`src/cgs_pkg.sv`:
```
`timescale 1ns / 1ps
// ----------------------------------------------------------------------------
// Conjugate gradient solver package
// Shared constants, codes and control structures of the solver.
// ----------------------------------------------------------------------------
package cgs_pkg;

	localparam int MAX_SIZE  = 16;
	localparam int FRAC_BITS = 16;
	localparam int OUT_CAP   = (MAX_SIZE < 16) ? MAX_SIZE : 16;
	localparam int IDX_W     = $clog2(MAX_SIZE);
	localparam int N_W       = 5;
	localparam int CNT_W     = (IDX_W > N_W) ? IDX_W : N_W;
	localparam int MADDR_W   = $clog2(MAX_SIZE * MAX_SIZE);
	localparam int LC_W      = 8;
	localparam int DIV_STEPS = 32;

	localparam logic signed [31:0] ONE_Q = 32'(1) << FRAC_BITS;

	localparam logic [1:0] KIND_MAT   = 2'd0;
	localparam logic [1:0] KIND_RHS   = 2'd1;
	localparam logic [1:0] KIND_GUESS = 2'd2;
	localparam logic [1:0] KIND_NONE  = 2'd3;

	localparam logic [1:0] CFG_SIZE  = 2'd0;
	localparam logic [1:0] CFG_LIMIT = 2'd1;
	localparam logic [1:0] CFG_ITER  = 2'd2;

	localparam logic [1:0] MODE_MV   = 2'd0;
	localparam logic [1:0] MODE_DOT  = 2'd1;
	localparam logic [1:0] MODE_AXPY = 2'd2;
	localparam logic [1:0] MODE_OUT  = 2'd3;

	localparam logic [2:0] VEC_X = 3'd0;
	localparam logic [2:0] VEC_B = 3'd1;
	localparam logic [2:0] VEC_R = 3'd2;
	localparam logic [2:0] VEC_P = 3'd3;
	localparam logic [2:0] VEC_Q = 3'd4;

	typedef struct packed {
		logic [1:0]         mode;
		logic [2:0]         src_a;
		logic [2:0]         src_b;
		logic [2:0]         dst;
		logic               sub;
		logic signed [31:0] coef;
	} cgs_cmd_t;

	typedef struct packed {
		logic               we;
		logic [1:0]         kind;
		logic [MADDR_W-1:0] maddr;
		logic [IDX_W-1:0]   vaddr;
		logic signed [31:0] data;
	} cgs_load_t;

endpackage

```
`src/cgs_qdiv.sv`:
```
`timescale 1ns / 1ps
// ----------------------------------------------------------------------------
// Fixed-point quotient unit
// Restoring divider giving (num << FRAC_BITS) / den, truncated and saturated.
// ----------------------------------------------------------------------------
module cgs_qdiv (
	input  logic               clk,
	input  logic               arst_n,
	input  logic               go,
	input  logic signed [63:0] num,
	input  logic signed [63:0] den,
	output logic               done,
	output logic signed [31:0] quo
);
	import cgs_pkg::*;

	logic        busy_q, fin_q, neg_q, sat_q;
	logic [5:0]  cnt_q;
	logic [63:0] ud_q, rem_q;
	logic [31:0] low_q, q_q;
	logic [63:0] un, ud, un_sh;
	logic [64:0] rem_sh;
	logic        ge;

	assign un     = num[63] ? 64'(-num) : 64'(num);
	assign ud     = den[63] ? 64'(-den) : 64'(den);
	assign un_sh  = un << FRAC_BITS;
	assign rem_sh = {rem_q, low_q[31]};
	assign ge     = rem_sh >= {1'b0, ud_q};

	always_ff @(posedge clk or negedge arst_n) begin
		if (!arst_n) begin
			busy_q <= 1'b0;
			fin_q  <= 1'b0;
		end else if (go) begin
			neg_q <= num[63] ^ den[63];
			ud_q  <= ud;
			q_q   <= '0;
			if ((un >> (32 - FRAC_BITS)) >= ud) begin
				sat_q  <= 1'b1;
				busy_q <= 1'b0;
				fin_q  <= 1'b1;
			end else begin
				sat_q  <= 1'b0;
				busy_q <= 1'b1;
				fin_q  <= 1'b0;
				cnt_q  <= 6'(DIV_STEPS);
				rem_q  <= un >> (32 - FRAC_BITS);
				low_q  <= un_sh[31:0];
			end
		end else if (busy_q) begin
			rem_q <= ge ? 64'(rem_sh - {1'b0, ud_q}) : rem_sh[63:0];
			q_q   <= {q_q[30:0], ge};
			low_q <= low_q << 1;
			cnt_q <= cnt_q - 6'd1;
			if (cnt_q == 6'd1) begin
				busy_q <= 1'b0;
				fin_q  <= 1'b1;
			end
		end else begin
			fin_q <= 1'b0;
		end
	end

	assign done = fin_q;

	always_comb begin
		if (sat_q || q_q[31]) quo = neg_q ? 32'sh80000000 : 32'sh7fffffff;
		else                  quo = neg_q ? -$signed(q_q) : $signed(q_q);
	end

endmodule

```
`config.mk`:
```
export PLATFORM = sky130hd
export DESIGN_NAME = cgs_qdiv
export DESIGN_NICKNAME = d
export VERILOG_FILES = /design/src/cgs_pkg.sv /design/src/cgs_qdiv.sv
export SDC_FILE = /design/constraint.sdc
export NUM_CORES = 1
export LEC_CHECK = 0
export BUFFER_PORTS_ARGS = -buffer_cell sky130_fd_sc_hd__buf_4
export CORE_ASPECT_RATIO = 0.7
export CORE_MARGIN = 2
export CORE_UTILIZATION = 50
export DETAILED_ROUTE_END_ITERATION = 8
export PLACE_DENSITY = 0.69
export SETUP_SLACK_MARGIN = 0.1
export SYNTH_ARGS = -nofsm -noshare
export SYNTH_HDL_FRONTEND = slang
export SYNTH_SLANG_ARGS = --single-unit
```
`constraint.sdc`:
```
create_clock -name clk -period 11.3 [get_ports clk]
set_clock_uncertainty 0.1 [all_clocks]
set_input_delay 2.26 -clock clk [delete_from_list [all_inputs] [get_ports clk]]
set_output_delay 2.26 -clock clk [all_outputs]
set_load 0.05 [all_outputs]
```
==> metrics.log <==
[metrics] clock sink count: 186
[metrics] min Tclk post-route: 7.87 ns
[metrics] setup repair after global routing missed its margin: false
[metrics] leakage: 7.85 nW
[metrics] pwr dens: 135 nW/um^2
[metrics] clk slew on worst S/H paths: 0.07 ns
[metrics] Yosys warning total: 0
[metrics] clock latency of the later-clocked register in the worst-skew pair: 0.46 ns
[metrics] Worst path slowest cell: sky130_fd_sc_hd__nor4_1
[metrics] maximum fanout along the worst path: 48
[metrics] Horiz. Die Dim: 223 microns
[metrics] number of enable-type register cells in the synthesized netlist: 184
[metrics] global-route wire length before repair: 82,000 microns
[metrics] required time at the endpoint of the critical path: 11.29 ns
[metrics] Wirelength per Cell: 21.4 microns
[metrics] most frequent cells after synthesis: sky130_fd_sc_hd__nand2_1 (195), sky130_fd_sc_hd__edfxtp_1 (184), sky130_fd_sc_hd__nor2_1 (179)
[metrics] total power consumption of the routed design: 2.54 mW
[metrics] pin count of the biggest net entering global routing: 73
[metrics] vias post-DR: 15,400
[metrics] Fin Setup TNS: 0 ns
[metrics] worst hold-check path type: flip-flop to flip-flop
[metrics] htree depth: 4
[metrics] total global routing overflow: 0
[metrics] number of setup violations in the final report: 0
[metrics] largest stage delay on the critical path: 1.11 ns
[metrics] Initial Utilization: 50.4%
[metrics] number of distinct library cell variants in the gate-level netlist after synthesis: 76
[metrics] number of top-level design ports: 164
[metrics] final number of hold-violating endpoints: 0
[metrics] die outline area: 35,000 sq um
[metrics] Post-Synthesis Mean Instance Area: 8.49 sq um
[metrics] post-DR vias/cell: 6.13
[metrics] Least-Margin Pin Slew: 1.30 ns
[metrics] type of destination of the critical path: flip-flop
[metrics] CTS tree: yes
[metrics] # Post-CTS Setup Buffers: 0
[metrics] critical path start-end classification: input pin to flip-flop
[metrics] Finished Core Util: 56.5%
[metrics] first-iteration detailed-routing DRC count: 1,730
[metrics] top cell type by total area after synthesis: sky130_fd_sc_hd__edfxtp_1
[metrics] proportion of netlist area held by the largest area contributor: 33.0%
[metrics] Layout area overhead: 12.1%
[metrics] basic-gate share of the synthesized area counting and, or, nand and nor cells: 19.5%
[metrics] placed wire-length estimate: 41,100 microns
[metrics] Syn Nets: 2,221
[metrics] main combinational cell family by area after synthesis: compound AO/OA/AOI/OAI gates
[metrics] input/output buffers: 163
[metrics] Max rail drop VDD: 86.9 uV
[metrics] post-synthesis compound-gate area fraction: 20.9%
[metrics] result of the run: completed
[metrics] relative slew slack: 12.2%
[metrics] fill count: 3,043
[metrics] Num CTS Buffers: 17
[metrics] number of DRC violations after detailed routing: 0
[metrics] ordered list of cells on the worst path: buf_4, or3_1, nor4_1, nand3_1, o21ai_0, xor2_1, ha_1, nor2b_1, o21ai_0, nand2b_1, a2111oi_0, o211ai_1, a21oi_1, nor4_4, a21oi_4, buf_4
[metrics] Post-DRT Antenna Nets: 0
[metrics] final count of pins violating max slew: 0
[metrics] total wire length after detailed routing: 53,600 microns
[metrics] Std-Cell Rows: 56
[metrics] area of the core: 33,200 sq um
[metrics] Worst setup SP type: input pin
[metrics] Fmax achieved: 0.127 GHz
[metrics] multiplexer fraction of the synthesized cell area: 2.29%
[metrics] leading post-synthesis cells by cell area: sky130_fd_sc_hd__edfxtp_1 (33%), sky130_fd_sc_hd__ha_1 (8.7%), sky130_fd_sc_hd__xnor2_1 (4.9%), sky130_fd_sc_hd__xor2_1 (4.9%), sky130_fd_sc_hd__a21oi_1 (4.6%)
[metrics] Data arrival, critical path: 7.86 ns
[metrics] post-synthesis cell count: 1,972
[metrics] adder-cell share of the synthesized area: 8.86%
[metrics] number of nets in the layout: 2,308
[metrics] y dimension of the die: 157 microns
[metrics] via count of the first global-routing pass: 14,000
[metrics] gp weighted congestion: 1.05
[metrics] max-capacitance violation count: 0
[metrics] setup slack at placement: 3.14 ns
[metrics] Synth Register Bits: 186
[metrics] area share of xor/xnor cells in the synthesized design: 9.73%
[metrics] fraction of final layout cells sized beyond drive strength 1: 11.7%
[metrics] leading cell type by number of instances after synthesis: sky130_fd_sc_hd__nand2_1
[metrics] GRT Overall Usage: 30.5%
[metrics] number of detailed-routing iterations run before antenna repair: 6
[metrics] final critical-path share of the clock period: 69.6%
[metrics] part of the Yosys area used for sequential elements: 33.3%
[metrics] setup slack of the worst register-to-register path: 6.16 ns
[metrics] Clock Root Buffer: sky130_fd_sc_hd__clkbuf_16
[metrics] maximum root-to-sink buffer count: 2
[metrics] min setup slack post-route: 3.43 ns
[metrics] post-synthesis cell area: 16,700 sq um
[metrics] CTS Hold Buffers Added: 0
[metrics] initial antenna violation count: 2
[metrics] post-cts sizing count: 0
[metrics] share of flip-flops with an asynchronous set or reset after synthesis: 1.08%
[metrics] Synth Flop Type: sky130_fd_sc_hd__edfxtp_1
## layout make-up
cell class                      instances  area [sq um]  share of cell area [%]
Antenna cell                            1          2.50                  0.0133
Clock buffer                           18           429                    2.29
Sequential cell                       186          5580                    29.7
Inverter                              138           518                    2.76
Timing Repair Buffer                  170          1280                    6.80
Clock inverter                         13           143                   0.760
Tap cell                              435           544                    2.90
Multi-Input combinational cell       1546         10300                    54.8
## power breakdown
part	internal, mW	leakage, nW	switching, mW
registers	0.851	1.80	0.0480
clock network	0.327	0.274	0.289
logic	0.385	5.78	0.636
total	1.56	7.85	0.973
## final timing paths
| check | start | to | cells past startpoint |
|---|---|---|---|
| setup reg to reg | rem_q[15] | rem_q[47] | 10 |
| hold / removal | low_q[29] | low_q[30] | 2 |
| max in group asynchronous | arst_n | busy_q | 1 |
| setup / recovery | den[3] | rem_q[55] | 16 |
| min in group asynchronous | arst_n | done | 1 |
| hold reg to reg | low_q[29] | low_q[30] | 2 |
## state kept, by name, summed over array words and instances, names as in the netlist
register and cells:
ud_q 64, low_q 16, rem_q 64, cnt_q 6
sat_q 1, neg_q 1, q_q 32, busy_q 1
done 1
## critical path: cells and delay by family
kind            cells  cell delay, ns
simple gates        6            2.58
fa+ha+maj           1            0.28
buf+inv             2            0.71
xor+xnor            1            0.24
compound gates      6            1.73
## cell usage in the layout, fill, tap and decap left out, types with 42 or more instances in the layout
master                     Yosys  routed
sky130_fd_sc_hd__a21o_1       56      56
sky130_fd_sc_hd__a21oi_1     154     153
sky130_fd_sc_hd__buf_4         0     170
sky130_fd_sc_hd__edfxtp_1    184     184
sky130_fd_sc_hd__ha_1        117     117
sky130_fd_sc_hd__inv_1       138     137
sky130_fd_sc_hd__nand2_1     195     195
sky130_fd_sc_hd__nor2_1      179     179
sky130_fd_sc_hd__nor3_1       44      44
sky130_fd_sc_hd__o21ai_0     112     112
sky130_fd_sc_hd__o31ai_1      42      42
sky130_fd_sc_hd__xnor2_1      93      93
sky130_fd_sc_hd__xor2_1       93      93
## metal layers
metal	track usage (%)	part of all wire (%)	vias up
met5	0	0.019	-
met2	43.9	41	635
met4	6.87	1.9	2
met1	45.6	48	7290
li1	-	-	7371
met3	7.58	8.5	71
## per-stage QoR
stage          instances  hold slack (ns)  area (sq um)
6_report            2507            0.476         18800
5_1_grt             2507            0.507         18800
4_1_cts             2506            0.478         18800
3_5_place_dp        2475            0.453         18200
3_3_place_gp        2475            0.453         18200
2_1_floorplan       1972            0.437         16700
## logic make-up after synthesis
family | count (synthesis)
AOI/OAI and AO/OA | 542
adders and majority gates | 118
and+or+nand+nor | 662
DFF | 186
buffers and inverters | 240
xor gates and xnor gates | 186
muxes | 38
No activity file was read; power rests on OpenSTA's default activity.
